**src/rtl/ssat_pkg.sv**
```systemverilog
// shared types, register map and constants for the stereo sine saturator
// also holds the sine table generator used by the lane rom
// depends on nothing
package ssat_pkg;

	localparam int SAMPLE_W        = 16;
	localparam int FRAC_W          = SAMPLE_W - 1;
	localparam int SINE_TABLE_BITS = 10;
	localparam int INTERP_W        = 16;
	localparam int TAB_W           = 31;
	localparam int LANE_STAGES     = 10;
	localparam int ADDR_W          = 4;
	localparam int DATA_W          = 32;

	localparam logic [15:0] PHASE_SCALE  = 16'd41722;
	localparam longint      HALF_PI_Q30  = 64'sd1686629713;
	localparam longint      ONE_Q30      = 64'sd1073741824;

	localparam logic [15:0] INPUT_GAIN_RST  = 16'd4096;
	localparam logic [15:0] DRIVE_ANGLE_RST = 16'd0;
	localparam logic [19:0] NORM_GAIN_RST   = 20'd0;
	localparam logic [15:0] OUTPUT_GAIN_RST = 16'd4096;

	typedef enum logic [1:0] {
		REG_INPUT_GAIN  = 2'd0,
		REG_DRIVE_ANGLE = 2'd1,
		REG_NORM_GAIN   = 2'd2,
		REG_OUTPUT_GAIN = 2'd3
	} reg_idx_t;

	typedef struct packed {
		logic signed [SAMPLE_W-1:0] left_in;
		logic signed [SAMPLE_W-1:0] right_in;
	} in_t;

	typedef struct packed {
		logic signed [SAMPLE_W-1:0] left_out;
		logic signed [SAMPLE_W-1:0] right_out;
	} out_t;

	typedef struct packed {
		logic [15:0] input_gain;
		logic [15:0] drive_angle;
		logic [19:0] norm_gain;
		logic [15:0] output_gain;
	} cfg_t;

	// truncating quotient of non-negative values by shift and subtract,
	// evaluated only while the rom is built
	function automatic longint quot_pos(input longint n, input longint d);
		longint q;
		longint r;
		q = 0;
		r = 0;
		for (int b = 62; b >= 0; b--) begin
			r = (r <<< 1) | ((n >>> b) & longint'(1));
			if (r >= d) begin
				r = r - d;
				q = q | (longint'(1) <<< b);
			end
		end
		return q;
	endfunction

	// quarter-wave sine entry in q1.30, taylor series to x^19
	function automatic logic [TAB_W-1:0] sine_entry(input int i, input int bits);
		longint x;
		longint x2;
		longint term;
		longint sum;
		x = (longint'(i) * HALF_PI_Q30) >>> bits;
		x2 = (x * x) >>> 30;
		term = x;
		sum = x;
		for (int k = 1; k <= 9; k++) begin
			term = quot_pos((term * x2) >>> 30, longint'((2 * k) * (2 * k + 1)));
			if (k % 2 == 1) begin
				sum = sum - term;
			end else begin
				sum = sum + term;
			end
		end
		if (sum < 0) begin
			sum = 0;
		end else if (sum > ONE_Q30) begin
			sum = ONE_Q30;
		end
		return sum[TAB_W-1:0];
	endfunction

endpackage

```
**src/rtl/ssat_regs.sv**
```systemverilog
// apb-style configuration register file for the stereo sine saturator
// depends on ssat_pkg
module ssat_regs (
	input  logic                          clk,
	input  logic                          arst_n,
	input  logic                          psel,
	input  logic                          penable,
	input  logic                          pwrite,
	input  logic [ssat_pkg::ADDR_W-1:0]   paddr,
	input  logic [ssat_pkg::DATA_W-1:0]   pwdata,
	output logic [ssat_pkg::DATA_W-1:0]   prdata,
	output logic                          pready,
	output ssat_pkg::cfg_t                cfg
);

	ssat_pkg::cfg_t     cfg_q;
	ssat_pkg::reg_idx_t idx;
	logic               wr;

	assign pready = 1'b1;
	assign idx    = ssat_pkg::reg_idx_t'(paddr[3:2]);
	assign wr     = psel && penable && pwrite;
	assign cfg    = cfg_q;

	always_ff @(posedge clk or negedge arst_n) begin
		if (!arst_n) begin
			cfg_q.input_gain  <= ssat_pkg::INPUT_GAIN_RST;
			cfg_q.drive_angle <= ssat_pkg::DRIVE_ANGLE_RST;
			cfg_q.norm_gain   <= ssat_pkg::NORM_GAIN_RST;
			cfg_q.output_gain <= ssat_pkg::OUTPUT_GAIN_RST;
		end else if (wr) begin
			case (idx)
				ssat_pkg::REG_INPUT_GAIN:  cfg_q.input_gain  <= pwdata[15:0];
				ssat_pkg::REG_DRIVE_ANGLE: cfg_q.drive_angle <= pwdata[15:0];
				ssat_pkg::REG_NORM_GAIN:   cfg_q.norm_gain   <= pwdata[19:0];
				ssat_pkg::REG_OUTPUT_GAIN: cfg_q.output_gain <= pwdata[15:0];
				default: ;
			endcase
		end
	end

	always_comb begin
		case (idx)
			ssat_pkg::REG_INPUT_GAIN:  prdata = {16'd0, cfg_q.input_gain};
			ssat_pkg::REG_DRIVE_ANGLE: prdata = {16'd0, cfg_q.drive_angle};
			ssat_pkg::REG_NORM_GAIN:   prdata = {12'd0, cfg_q.norm_gain};
			ssat_pkg::REG_OUTPUT_GAIN: prdata = {16'd0, cfg_q.output_gain};
			default:                   prdata = '0;
		endcase
	end

endmodule

```
**config.mk**
```make
export PLATFORM = sky130hd
export DESIGN_NAME = ssat_regs
export DESIGN_NICKNAME = d
export VERILOG_FILES = /design/src/rtl/ssat_pkg.sv /design/src/rtl/ssat_regs.sv
export SDC_FILE = /design/constraint.sdc
export NUM_CORES = 1
export LEC_CHECK = 0
export BUFFER_PORTS_ARGS = -buffer_cell sky130_fd_sc_hd__buf_4
export CAP_MARGIN = 20
export CORE_ASPECT_RATIO = 0.5
export CORE_MARGIN = 10
export CORE_UTILIZATION = 49
export CTS_BUF_LIST = sky130_fd_sc_hd__clkbuf_4
export DETAILED_ROUTE_END_ITERATION = 10
export PLACE_DENSITY = 0.83
export SETUP_SLACK_MARGIN = 0.1
export SLEW_MARGIN = 30
export SYNTH_ARGS = -nofsm -noshare
export SYNTH_HDL_FRONTEND = slang
export SYNTH_SLANG_ARGS = --single-unit
```
**constraint.sdc**
```tcl
create_clock -name clk -period 1.65 [get_ports clk]
set_input_delay 0.2475 -clock clk [delete_from_list [all_inputs] [get_ports clk]]
set_output_delay 0.2475 -clock clk [all_outputs]
set_load 0.01 [all_outputs]
```
### Word-level counts from Yosys, hierarchy flattened

Cells that the tools add are included.
Widths: inputs -> output; s select.

| cells by class | value |
|---|---|
| equal/unequal tests | 3 |
| multiplexer cells | 1 |
| reduce and logical (&&, ||, !) cells | 7 |

Operators with widths:

| kind | count |
|---|---|
| $pmux 32 s4 | 1 |
| $reduce_and 2->1 | 4 |
| $eq 2x2->1 const B | 2 |
| $eq 2x1->1 const B | 1 |
| $logic_and 1x1->1 | 2 |
| $logic_not 2->1 | 1 |

| word-level totals | value |
|---|---|
| register bits | 68 |
| input bits | 41 |
| output and inout port bits | 101 |
| word-level logic and storage cells | 15 |

### Depth between registers and ports, before layout

| logic depth | value |
|---|---|
| depth after elaboration | 3 |
| mapped depth | 5 |
| gate-level depth less buffers | 3 |

### Least setup slack after synthesis

OpenSTA, ideal clock, no wires.

| path | value |
|---|---|
| path kind | input-to-output |
| from | in paddr[2] (netlist bit) |
| to | out prdata[11] (netlist bit) |
| arrival | 1.194 ns |
| required time | 1.402 ns |
| setup slack | 0.209 ns |
| stages | 3 |
| buffers on the path | 2 |
| cell sequence | buf_4 -> buf_4 -> mux4_2 |

| on the way | value |
|---|---|
| longest elaborated chain between the ends | 2 |
| elaborated cells between the ends (all ways) | 5 |
| classes of those cells | eq/ne: 3; mux: 1; reduce/logical: 1 |

Ends and longest elaborated chain:

| what | line | source |
|---|---|---|
| start, declared | ssat_regs.sv:9 | `input logic [ssat_pkg::ADDR_W-1:0] paddr,` |
| $eq 2x2->1, or another cell as far along | ssat_regs.sv:43 | `case (idx)` |
| $pmux 32 s4 * | ssat_regs.sv:43 |  |
| end, declared | ssat_regs.sv:11 | `output logic [ssat_pkg::DATA_W-1:0] prdata,` |

Mark *: on every way between the ends. The rest lies on a longest branch, timed or not. The select of a mux whose other input is x is not followed.

### Worst setup path after layout

| path | value |
|---|---|
| from | reg cfg_q, in the netlist cfg[14] |
| to | out prdata[14] (netlist bit) |

| on the way | value |
|---|---|
| longest elaborated chain between the ends | 1 |

Ends and longest elaborated chain:

| what | line | source |
|---|---|---|
| start, declared | ssat_regs.sv:16 | `ssat_pkg::cfg_t cfg_q;` |
| $pmux 32 s4 | ssat_regs.sv:43 |  |

No other way between the ends. The select of a mux whose other input is x is not followed.

==> flow_summary_export.csv <==
group,metric,value,unit
yosys,yosys.area_share.adder,0,%
clock_tree,h-tree-depth,3,
sta,fin_skew,0,ns
yosys,netlist_top_cells_count,"dfrtp_1, mux2_2, buf_4, mux4_2, mux2_4",
critical_path,cp.arrival,1.47,ns
yosys,synthFlopType,"dfrtp_1",
layout,fin_util,77.39,%
layout,antennaDiodeCount,0,
yosys,synth_top_cell_area_share,52.78,%
layout,drive_gt1_share,76.84,%
layout,nFillCells,364,
yosys,yosys-top-cells-area,"dfrtp_1, mux2_2, mux4_2",
yosys,synth-seq-cells,68,
critical_path,worst-r2r-cell-count,3,
critical_path,cp-end-kind,"output pin",
yosys,synth-xor-area-share,0,%
yosys,synth_warnings,0,
pwr,internal-power,3.985,mW
layout,syn_to_final_growth,51.62,%
yosys,yosysMostFrequentCell,"dfrtp_1",
global_route,overflow,0,
route,wl,10100,um
pwr,switching_share,32.11,%
layout,fin_nets,416,
route,drt.antenna.violating_nets,0,
global_route,grt_max_degree,43,
clock_tree,ctsRootBufferMaster,"clkbuf_4",
critical_path,setup.worst_path.end,"prdata[14]",
critical_path,crit_path_start,"cfg[14]",
sta,slew_violations,0,
pwr,power.switching,1.884,mW
floorplanning,dieArea,10180,sq um
yosys,synth_compound_area_share,0,%
global_route,grt_pass1_vias,2777,
sta,max_freq,0.5831,GHz
clock_tree,numCtsBuffers,9,
route,vias_per_cell,5.098,
pwr,power.density,1237,nW/um^2
critical_path,regToRegSetupSlack,0.62,ns
route,drc,0,
yosys,yosys.area.top_type,"dfrtp_1",
floorplanning,pin_count,142,
clock_tree,cts_max_path_buffers,2,
clock_tree,clock-sinks,68,
status,status,"finished with violations",
sta,setup_violations,15,
global_route,track_usage,18.90,%
pwr,p_total,5.869,mW
placement,place_hpwl,6312,um
route,avgRoutedWirePerCell,21.57,um
yosys,synth-edff-count,0,
yosys,synth_top_family_by_area,"multiplexers",
sta,period_needed,1.715,ns
clock_tree,clkTransAtPathRegs,0.11,ns
global_route,grt_pass1_wl,15300,um
floorplanning,die_h,76.51,um
yosys,yosysSeqAreaShare,54.46,%
yosys,muxShareOfSynthArea,37.19,%
clock_tree,cts_tree,"built",
worst_hold_path,min-delay-path-class,"in -> reg",
placement,place.gp.congestion,0.7124,
yosys,synth_cell_types,18,
yosys,synth-simple-area-share,2.479,%
yosys,synth_area,3129,sq um
pwr,p_clk_share,15.4,%
critical_path,timing.rr.start,"cfg[5]",
placement,numPortBuffers,114,
pwr,combPwrFrac,44.9,%
sta,grt_setup_unrepaired,"true",
sta,fin_ws,-0.06499,ns
pwr,leakage,2.365,nW
yosys,syn_inst,188,
status,violations,"negative setup slack",
flow_run,cap_violations,0,
yosys,async_reset_ff_share,100.0,%
floorplanning,start_util,51.04,%
route,dr.pass1.iters,4,
yosys,syn_area_per_cell,16.64,sq um
pwr,peakVddDrop,0.0006555,V
layout,largest_register_ffs,68,
floorplanning,core-area,6131,sq um
global_route,antenna_found_initial,0,
critical_path,crit_type,"reg -> out",
critical_path,r2r_end,"cfg[5]",
sta,hold_viol,0,
route,drtIter0Drc,159,
sta,period_share,103.9,%
clock_tree,clock_latency,0.39,ns
critical_path,crit_required,1.40,ns
critical_path,crit_fanout,3,
route,vias,2386,
critical_path,startpoint_type,"flop",
floorplanning,rows,20,
floorplanning,die_w,133.0,um
pwr,pwr-share-seq,39.7,%
## kinds of logic (layout without fill, tap and decap cells)
| family | count (synthesis) | after routing |
|---|---|---|
| buffers and inverters | 23 | 204 |
| DFF | 68 | 68 |
| muxes | 84 | 84 |
| other | 2 | 13 |
| and+or+nand+nor | 11 | 11 |
## how the worst min path moves through the flow
| stage | from | to | slack, ns | cells after the start |
|---|---|---|---|---|
| after floorplan | arst_n | cfg[0] | -0.05 | 0 |
| after global placement | arst_n | cfg[38] | 0.18 | 1 |
| after detailed placement | arst_n | cfg[54] | 0.18 | 1 |
| after CTS | pwdata[17] | cfg[33] | 0.06 | 2 |
| after global routing | pwdata[17] | cfg[33] | 0.06 | 2 |
| final | pwdata[17] | cfg[33] | 0.09 | 2 |
## placed cells by master, fill, tap and decap left out
cell type / synthesis / layout
nor2_2: 1 / 1
buf_4: 16 / 167
nor2b_1: 1 / 1
buf_6: 1 / 16
clkbuf_4: 0 / 9
mux4_2: 16 / 16
dfstp_2: 2 / 2
clkinv_2: 0 / 3
nand3_2: 1 / 1
conb_1: 2 / 13
mux2_4: 10 / 10
or3b_1: 1 / 1
dlygate4sd3_1: 0 / 1
clkinv_1: 0 / 1
dfrtp_1: 66 / 66
nor3b_2: 0 / 1
nand2_1: 1 / 1
and2_1: 4 / 4
buf_12: 1 / 4
clkinvlp_4: 0 / 1
nor3_2: 1 / 1
mux2_2: 58 / 58
clkinv_4: 0 / 2
## layer usage
layer	part of all wire, %	GRT usage (%)
met3	6.0	5.855
met5	0	0
met4	2.7	8.843
met2	56	34.77
met1	36	19.18
## through the flow
step	area [sq um]	setup slack, ns	hold slack (ns)	cells	TNS (ns)
3_5_place_dp	4113	0.1019	0.1840	391	0
3_3_place_gp	4113	0.1350	0.1785	391	0
5_1_grt	4745	-0.1136	0.06067	468	-1.252
6_report	4745	-0.06499	0.08774	468	-0.3633
2_1_floorplan	3171	0.2089	-0.04809	199	0
4_1_cts	4654	-0.05385	0.06353	456	-0.4921
## critical path: stages (launching register included)
cell	delay, ns
dfrtp_1	0.44
mux4_2	0.50
buf_6	0.14
## power groups by stage
stage / logic [mW] / clock network, mW / registers (mW)
floorplan: 0.705 / 0 / 2.52
global placement: 1.87 / 0 / 2.38
detailed placement: 1.92 / 0 / 2.41
CTS: 2.50 / 0.923 / 2.30
global route: 2.81 / 1.00 / 2.37
finish: 2.64 / 0.901 / 2.33
## final cells by class
class / count / area (sq um) / area share [%]
Sequential cell: 68 / 1704 / 35.92
Clock inverter: 7 / 43.79 / 0.9230
Clock buffer: 9 / 67.56 / 1.424
Tap cell: 88 / 110.1 / 2.321
Timing Repair Buffer: 188 / 1524 / 32.12
Multi-Input combinational cell: 108 / 1295 / 27.29
## timing repair
item                                    in CTS  in global routing
hold buffers                                 1                  0
endpoints found under the setup margin      16                 16
endpoints found under the hold margin       26                  0
pin swaps                                    0                  0
resized for setup                           16                  0
buffers inserted                            48                 12
gates cloned                                 0                  0
No activity file was read; power rests on OpenSTA's default activity.
