--- src/rtl/ssat_pkg.sv ---
// shared types, register map and constants for the stereo sine saturator
// also holds the sine table generator used by the lane rom
// depends on nothing
package ssat_pkg;

	localparam int SAMPLE_W        = 16;
	localparam int FRAC_W          = SAMPLE_W - 1;
	localparam int SINE_TABLE_BITS = 10;
	localparam int INTERP_W        = 16;
	localparam int TAB_W           = 31;
	localparam int LANE_STAGES     = 10;
	localparam int ADDR_W          = 4;
	localparam int DATA_W          = 32;

	localparam logic [15:0] PHASE_SCALE  = 16'd41722;
	localparam longint      HALF_PI_Q30  = 64'sd1686629713;
	localparam longint      ONE_Q30      = 64'sd1073741824;

	localparam logic [15:0] INPUT_GAIN_RST  = 16'd4096;
	localparam logic [15:0] DRIVE_ANGLE_RST = 16'd0;
	localparam logic [19:0] NORM_GAIN_RST   = 20'd0;
	localparam logic [15:0] OUTPUT_GAIN_RST = 16'd4096;

	typedef enum logic [1:0] {
		REG_INPUT_GAIN  = 2'd0,
		REG_DRIVE_ANGLE = 2'd1,
		REG_NORM_GAIN   = 2'd2,
		REG_OUTPUT_GAIN = 2'd3
	} reg_idx_t;

	typedef struct packed {
		logic signed [SAMPLE_W-1:0] left_in;
		logic signed [SAMPLE_W-1:0] right_in;
	} in_t;

	typedef struct packed {
		logic signed [SAMPLE_W-1:0] left_out;
		logic signed [SAMPLE_W-1:0] right_out;
	} out_t;

	typedef struct packed {
		logic [15:0] input_gain;
		logic [15:0] drive_angle;
		logic [19:0] norm_gain;
		logic [15:0] output_gain;
	} cfg_t;

	// truncating quotient of non-negative values by shift and subtract,
	// evaluated only while the rom is built
	function automatic longint quot_pos(input longint n, input longint d);
		longint q;
		longint r;
		q = 0;
		r = 0;
		for (int b = 62; b >= 0; b--) begin
			r = (r <<< 1) | ((n >>> b) & longint'(1));
			if (r >= d) begin
				r = r - d;
				q = q | (longint'(1) <<< b);
			end
		end
		return q;
	endfunction

	// quarter-wave sine entry in q1.30, taylor series to x^19
	function automatic logic [TAB_W-1:0] sine_entry(input int i, input int bits);
		longint x;
		longint x2;
		longint term;
		longint sum;
		x = (longint'(i) * HALF_PI_Q30) >>> bits;
		x2 = (x * x) >>> 30;
		term = x;
		sum = x;
		for (int k = 1; k <= 9; k++) begin
			term = quot_pos((term * x2) >>> 30, longint'((2 * k) * (2 * k + 1)));
			if (k % 2 == 1) begin
				sum = sum - term;
			end else begin
				sum = sum + term;
			end
		end
		if (sum < 0) begin
			sum = 0;
		end else if (sum > ONE_Q30) begin
			sum = ONE_Q30;
		end
		return sum[TAB_W-1:0];
	endfunction

endpackage

--- src/rtl/ssat_merge.sv ---
// valid tracking for the lane pipeline and the output register that
// joins both lane results into one transaction; depends on ssat_pkg
module ssat_merge (
	input  logic                                 clk,
	input  logic                                 arst_n,
	input  logic                                 in_valid,
	output logic                                 in_stall,
	output logic                                 en,
	input  logic signed [ssat_pkg::SAMPLE_W-1:0] left_res,
	input  logic signed [ssat_pkg::SAMPLE_W-1:0] right_res,
	output logic                                 out_valid,
	input  logic                                 out_stall,
	output ssat_pkg::out_t                       out_data
);

	localparam int ST = ssat_pkg::LANE_STAGES;

	logic [ST-1:0]  vld_q;
	logic           out_valid_q;
	ssat_pkg::out_t out_data_q;

	// whole pipeline holds only while a finished result is refused
	assign en        = !(out_valid_q && out_stall);
	assign in_stall  = !en;
	assign out_valid = out_valid_q;
	assign out_data  = out_data_q;

	always_ff @(posedge clk or negedge arst_n) begin
		if (!arst_n) begin
			vld_q       <= '0;
			out_valid_q <= 1'b0;
		end else if (en) begin
			vld_q       <= {vld_q[ST-2:0], in_valid};
			out_valid_q <= vld_q[ST-1];
		end
	end

	always_ff @(posedge clk) begin
		if (en && vld_q[ST-1]) begin
			out_data_q.left_out  <= left_res;
			out_data_q.right_out <= right_res;
		end
	end

	a_freeze: assert property (@(posedge clk) disable iff (!arst_n)
		!en |=> $stable(vld_q))
		else $error("valid chain moved during a stall");

	a_arrive: assert property (@(posedge clk) disable iff (!arst_n)
		en && vld_q[ST-1] |=> out_valid_q)
		else $error("last lane stage lost its result");

	a_drain: assert property (@(posedge clk) disable iff (!arst_n)
		out_valid_q && !out_stall && !vld_q[ST-1] |=> !out_valid_q)
		else $error("output repeated after it was taken");

endmodule

--- config.mk ---
export PLATFORM = sky130hd
export DESIGN_NAME = ssat_merge
export DESIGN_NICKNAME = d
export VERILOG_FILES = /design/src/rtl/ssat_pkg.sv /design/src/rtl/ssat_merge.sv
export SDC_FILE = /design/constraint.sdc
export NUM_CORES = 1
export LEC_CHECK = 0
export ABC_AREA = 1
export BUFFER_PORTS_ARGS = -buffer_cell sky130_fd_sc_hd__buf_2
export CAP_MARGIN = 30
export CORE_UTILIZATION = 44
export CTS_CLUSTER_SIZE = 16
export DETAILED_ROUTE_END_ITERATION = 12
export PLACE_DENSITY = 0.85
export SLEW_MARGIN = 20
export SYNTH_ARGS = -nofsm -noshare
export SYNTH_HDL_FRONTEND = slang
export SYNTH_SLANG_ARGS = --single-unit
--- constraint.sdc ---
create_clock -name clk -period 2.59 [get_ports clk]
set_input_delay 0.3885 -clock clk [delete_from_list [all_inputs] [get_ports clk]]
set_output_delay 0.3885 -clock clk [all_outputs]
set_load 0.1 [all_outputs]
Word-level counts from Yosys, hierarchy flattened
Cells that the tools add are included.
{"block": "totals", "ff_bits": 43, "inputBits": 36, "out_inout_bits": 35, "elab_cells": 7}
{"block": "op_classes", "n_reduce_logical": 3}
{"operator": "$logic_and A1 B1 Y1", "n": 2}
{"operator": "$logic_not A1 Y1", "n": 1}

Longest topological paths before layout
Gate-level depths: netlist of run 1.
{"block": "depth", "word_depth": 3, "mapped_depth": 4, "ltp_nobuf": 3}

Worst setup path before layout of run 1
No wires, ideal clock.
{"block": "synth_timing", "path_type": "register to register", "start": "register out_valid_q, in the netlist out_valid", "end": "register out_data_q, in the netlist out_data[0], enable pin", "setup_ns": 0.421, "arrival_time_ns": 2.926, "required_time_ns": 2.169, "setup_slack_ns": -0.757, "stages_incl_launch_ff": 4, "path_buffers": 0, "cell_sequence": "dfrtp_1 > nand2_2 > inv_1 > nor2_1"}
{"block": "synth_via", "elab_chain_cells": 3}
{"element": "start, declared", "line": "ssat_merge.sv:19", "rtl": "logic out_valid_q;"}
{"element": "start signal, assigned", "line": "ssat_merge.sv:34", "rtl": "out_valid_q <= vld_q[ST-1];"}
{"element": "$logic_and A1 B1 Y1", "line": "ssat_merge.sv:23", "rtl": "assign en = !(out_valid_q && out_stall);"}
{"element": "named net in_stall", "line": "ssat_merge.sv:7", "rtl": "output logic in_stall,"}
{"element": "$logic_not A1 Y1", "line": "ssat_merge.sv:23"}
{"element": "$logic_and A1 B1 Y1", "line": "ssat_merge.sv:39", "rtl": "if (en && vld_q[ST-1]) begin"}
{"element": "end, declared", "line": "ssat_merge.sv:20", "rtl": "ssat_pkg::out_t out_data_q;"}
The timed path passes the listed nets, and every way through them passes these cells.
A chain may end at the register's enable or synchronous reset.

Final worst setup path of run 1
{"block": "layout_timing", "start": "register out_valid_q, in the netlist out_valid", "end": "output port in_stall"}
{"block": "layout_via", "elab_chain_cells": 1}
{"element": "$logic_and A1 B1 Y1", "line": "ssat_merge.sv:23"}
{"element": "end, declared", "line": "ssat_merge.sv:7"}
Every way passes these cells.

==> results of run 1 <==
[metrics by stage]
| step | worst slack (ns) | hold WS (ns) | std cells | area, sq um |
|---|---|---|---|---|
| floorplan | 0.1131 | 0.09291 | 81 | 1416 |
| detailed placement | 0.8046 | 0.2628 | 193 | 1803 |
| global route | 0.2947 | 0.1853 | 202 | 1867 |
| finish | 0.4590 | 0.2216 | 202 | 1867 |
| CTS | 0.4222 | 0.1997 | 202 | 1867 |
| global placement | 0.8785 | 0.2582 | 193 | 1803 |
[cell families after synthesis]
logic type | count (synthesis) | synth area share
AND/OR/NAND/NOR | 33 | 0.09858
buffers and inverters | 5 | 0.02398
flip-flops | 43 | 0.8774
[cell usage after synthesis]
library cell  count
edfxtp_1         32
nand3_1          10
buf_4             2
buf_6             1
nand2_1          21
dfrtp_1          11
nor2_1            1
inv_1             2
nand2_2           1
[metal layers]
metal | global-route usage | up-vias | wire length [um]
met5 | 0 | - | 0
met4 | 0.06122 | 0 | 38
met3 | 0.06374 | 5 | 278
met2 | 0.2348 | 61 | 1158
met1 | 0.1719 | 392 | 893
li1 | - | 435 | -
[area by class of cell]
type / count / share of cell area
sequential: 43 / 0.6622
timing repair buffer: 72 / 0.1971
multi-input combinational: 33 / 0.07842
tap: 44 / 0.02949
clock buffer: 6 / 0.02212
clock inverter: 2 / 0.006702
inverter: 2 / 0.004021
[path summary, 6_finish.rpt]
check | from | end | slack [ns] | cells past startpoint
max | out_valid | in_stall | 0.46 | 3
min in group asynchronous | arst_n | vld_q[4] | 0.43 | 2
min reg2reg | vld_q[0] | vld_q[1] | 0.49 | 2
max in group asynchronous | arst_n | out_valid | 1.96 | 2
min | right_res[7] | out_data[7] | 0.22 | 1
max reg2reg | out_valid | out_data[29] | 0.92 | 4
[sequential cells by signal (all words and copies together) (netlist names)]
| register | count |
|---|---|
| out_data | 32 |
| vld_q | 10 |
| out_valid | 1 |
[worst max-delay path: cells and delay by family (launching register included)]
family | cells | cell delay, ns
simple gates | 1 | 0.23
flops | 1 | 0.57
buf+inv | 2 | 0.62
==> impl_metrics.env, run 1 <==
export IMPL_htree_levels=2
export IMPL_cts_buffer_depth=2
export IMPL_rows=20
export IMPL_grt_max_degree=33
export IMPL_status="finished, final reports clean"
export IMPL_via_per_inst=4.421
export IMPL_grt_first_pass_wirelength_um=3588
export IMPL_slew_viol_final=0
export IMPL_ys_warn_count=0
export IMPL_crit_fanout=13
export IMPL_finalCritPeriodShare=0.8228
export IMPL_root_buffer="clkbuf_4"
export IMPL_ant_nets=0
export IMPL_yosys_area_top_type_share=0.6821
export IMPL_die_area_sq_um=3432
export IMPL_finalSetupTns_ns=0
export IMPL_first_pass_iters=4
export IMPL_antenna_found_initial=0
export IMPL_path_clk_slew_ns=0.11
export IMPL_regArea_sq_um=1236
export IMPL_final_cell_mix="70 x buf_2, 32 x edfxtp_1, 21 x nand2_1, 11 x dfrtp_1, 10 x nand3_1"
export IMPL_clk_latency_ns=0.33
export IMPL_fillCellCount=252
export IMPL_skew_ns=0.006473
export IMPL_numClockSinks=43
export IMPL_cts_buffers=5
export IMPL_grt_pass1_vias=800
export IMPL_cts_tree="yes"
export IMPL_slew_headroom=0.6703
export IMPL_synth_fp_nets=117
export IMPL_syn_area_sq_um=1409
export IMPL_grt_total_usage=0.1459
export IMPL_worst_pin_slew_ns=0.4979
export IMPL_fp_coreArea_sq_um=3053
export IMPL_drive_above_1_share=0.5063
export IMPL_synth_top_area_cell="edfxtp_1"
export IMPL_grt_overflow=0
export IMPL_cts_setup_buffers=0
export IMPL_route_detailed_drc=0
export IMPL_hold_violations=0
export IMPL_worstPathArrival_ns=1.74
export IMPL_slowest_stage="dfrtp_1"
export IMPL_vias=893
export IMPL_min_path_type="primary input to flop"
export IMPL_cts_resized=0
export IMPL_drt_iter0_drc=21
export IMPL_synth_avg_cell_area_sq_um=17.39
export IMPL_fp_dieW_um=58.59
export IMPL_slowest_delay_ns=0.57
export IMPL_synth_seq_area_share=0.8774
export IMPL_syn_inst=81
export IMPL_synth_area_leaders="edfxtp_1 68%, dfrtp_1 20%, nand2_1 5.6%, nand3_1 3.6%, buf_4 1.1%"
export IMPL_worstPathRequired_ns=2.20
export IMPL_critPathLaunchType="flop"
export IMPL_area_delta_synth_final_pct=32.50
export IMPL_ios=71
export IMPL_setup_worst_path_class="flop to output pin"
export IMPL_fin_util=0.6115
export IMPL_routed_wl_um=2369
export IMPL_max_freq_mhz=469.3
export IMPL_multi_input_area_sq_um=146.4
export IMPL_max_cap_viol_count=0
export IMPL_rsz0062_at_grt="false"
export IMPL_final_common_cell="buf_2"
export IMPL_holdBufCountCts=1
export IMPL_cp_cell_sequence="nand2_2 -> inv_1 -> buf_2"
export IMPL_ys_seq_elements=43
export IMPL_hpwlAfterDp_um=1799
export IMPL_io_buffers=70
export IMPL_min_period_ns=2.131
export IMPL_wire_per_inst_um=11.73
export IMPL_synth_distinct_cells=9
export IMPL_antennaDiodeCount=0
export IMPL_setup_viol=0
export IMPL_start_util=0.4615
export IMPL_globalplace_congestion=0.7219
export IMPL_end_kind="output pin"
export IMPL_die_h_um=58.59
export IMPL_fin_nets=193
Power of run 1 is not shown: default switching activity piles up to over one toggle a cycle in this logic, so the estimate is an artifact.
==> run 2, diff against run 1 <==
==> constraint.sdc (replaced) <==
create_clock -name clk -period 2.04 [get_ports clk]
set_input_delay 0.306 -clock clk [delete_from_list [all_inputs] [get_ports clk]]
set_output_delay 0.306 -clock clk [all_outputs]
set_load 0.1 [all_outputs]
==> impl_metrics.env, run 2 (synthesized netlist as in run 1, its figures left out) <==
export IMPL_ff2ff_setup_slack_ns=0.55
export IMPL_pre_cts_slack_ns=0.5404
export IMPL_peakVddDrop_mv=0.8269
export IMPL_min_path_type="primary input to flop"
export IMPL_die_h_um=58.59
export IMPL_grt_total_usage=0.1564
export IMPL_cts_buffers=5
export IMPL_final_common_cell="buf_2"
export IMPL_drive_above_1_share=0.5253
export IMPL_cts_resized=0
export IMPL_globalplace_congestion=0.7449
export IMPL_root_buffer="clkbuf_4"
export IMPL_first_pass_iters=5
export IMPL_wl_met2_um=1252
export IMPL_m1WireLength_um=996
export IMPL_grt_pass1_vias=803
export IMPL_cts_tree="yes"
export IMPL_worst_pin_slew_ns=0.4969
export IMPL_final_cell_mix="70 x buf_2, 32 x edfxtp_1, 21 x nand2_1, 10 x nand3_1, 10 x dfrtp_1"
export IMPL_wire_per_inst_um=12.59
export IMPL_placed_cell_area_sq_um=1828
export IMPL_route_detailed_drc=0
export IMPL_drt_iter0_drc=21
export IMPL_status="finished, final reports clean"
export IMPL_start_util=0.4615
export IMPL_fin_cells=202
export IMPL_critPathLaunchType="flop"
export IMPL_io_buffers=70
export IMPL_rows=20
export IMPL_r2r_end="out_data[4]"
export IMPL_total_leakage_power_nw=0.8761
export IMPL_slowest_stage="dfrtp_4"
export IMPL_top_layer_used="met3"
export IMPL_max_freq_mhz=545.3
export IMPL_ios=71
export IMPL_largest_reg_flops=32
export IMPL_vias=893
export IMPL_area_delta_synth_final_pct=37.92
export IMPL_hpwlAfterDp_um=1920
export IMPL_cts_setup_buffers=0
export IMPL_worstPathRequired_ns=1.73
export IMPL_via_per_inst=4.421
export IMPL_cp_cell_sequence="nand2_4 -> clkinvlp_4 -> buf_2"
export IMPL_clk_latency_ns=0.34
export IMPL_numClockSinks=43
export IMPL_antenna_found_initial=0
export IMPL_grt_overflow=0
export IMPL_path_clk_slew_ns=0.12
export IMPL_min_period_ns=1.834
export IMPL_setup_viol=0
export IMPL_layout_setup_ws_ns=0.2061
export IMPL_fin_nets=193
export IMPL_holdPathStages=1
export IMPL_worstPathArrival_ns=1.53
export IMPL_slowest_delay_ns=0.51
export IMPL_ant_nets=0
export IMPL_max_cap_viol_count=0
export IMPL_holdBufCountCts=1
export IMPL_finalCritPeriodShare=0.8990
export IMPL_crit_path_start="out_valid"
export IMPL_setup_worst_path_class="flop to output pin"
export IMPL_critPathCapture="in_stall"
export IMPL_grt_first_pass_wirelength_um=3739
export IMPL_hold_violations=0
export IMPL_skew_ns=0.005408
export IMPL_dpl_cell_count=193
export IMPL_end_kind="output pin"
export IMPL_cts_buffer_depth=2
export IMPL_grt_max_degree=33
export IMPL_power_total_mw=3.531
export IMPL_crit_fanout=13
export IMPL_postLayoutCellArea_sq_um=1943
export IMPL_rsz0062_at_grt="false"
export IMPL_r2r_start="out_valid"
export IMPL_slew_headroom=0.6710
export IMPL_die_area_sq_um=3432
export IMPL_fp_coreArea_sq_um=3053
export IMPL_htree_levels=2
export IMPL_routed_wl_um=2543
export IMPL_met3_length_um=294
export IMPL_antennaDiodeCount=0
export IMPL_slew_viol_final=0
export IMPL_reg2reg_depth=4
export IMPL_power_density_nw_per_um2=1817
export IMPL_fp_dieW_um=58.59
-- run 2: cell count changes in the layout (fill, tap and decap cells not counted) --
cell and delta:
inv_1 -1, clkinv_2 -1, nand2_2 -1, clkinvlp_4 +1, dfrtp_4 +1, bufinv_16 +2
clkbuf_1 -1, dfrtp_1 -1, buf_12 +1, buf_4 -1, nand2_4 +1
-- run 2: cell type report --
type / count / area (sq um)
Clock buffer: 5 / 37.54
Multi-Input combinational cell: 33 / 151.4
Inverter: 2 / 11.26
Timing Repair Buffer: 72 / 380.4
Sequential cell: 43 / 1240
Tap cell: 44 / 55.05
Fill cell: 249 / 1110
Clock inverter: 3 / 67.56
-- run 2: through the flow --
stage | hold slack, ns | setup TNS [ns] | util
global placement | 0.1747 | 0 | 0.5988
global route | 0.09665 | 0 | 0.6365
floorplan | 0.01041 | -7.367 | -
CTS | 0.1081 | 0 | 0.6365
finish | 0.1313 | 0 | 0.6365
detailed placement | 0.1801 | 0 | 0.5988
-- run 2: worst max-delay path: cells and delay by family, from the launching register on --
kind	cells	cell delay [ns]
buffers and inverters	2	0.54
flip-flops	1	0.51
AND/OR/NAND/NOR	1	0.14
-- run 2: per-layer routing --
| metal | global-route usage | vias up |
|---|---|---|
| li1 | - | 434 |
| met1 | 0.1702 | 403 |
| met2 | 0.2627 | 56 |
| met3 | 0.07692 | 0 |
| met4 | 0.06122 | 0 |
| met5 | 0 | - |
-- run 2: power breakdown --
group,internal (mW),switching (mW)
logic,0.209,1.34
clock network,0.381,0.251
registers,1.23,0.117
-- run 2: how the worst min path moves through the flow --
stage	startpoint	end	slack [ns]
2_1_floorplan	arst_n	vld_q[0]	0.01
4_1_cts	left_res[0]	out_data[16]	0.11
5_1_grt	left_res[0]	out_data[16]	0.1
3_5_place_dp	arst_n	vld_q[2]	0.18
3_3_place_gp	arst_n	vld_q[4]	0.17
6_report	left_res[0]	out_data[16]	0.13
Power figures use the tool's default switching activity.
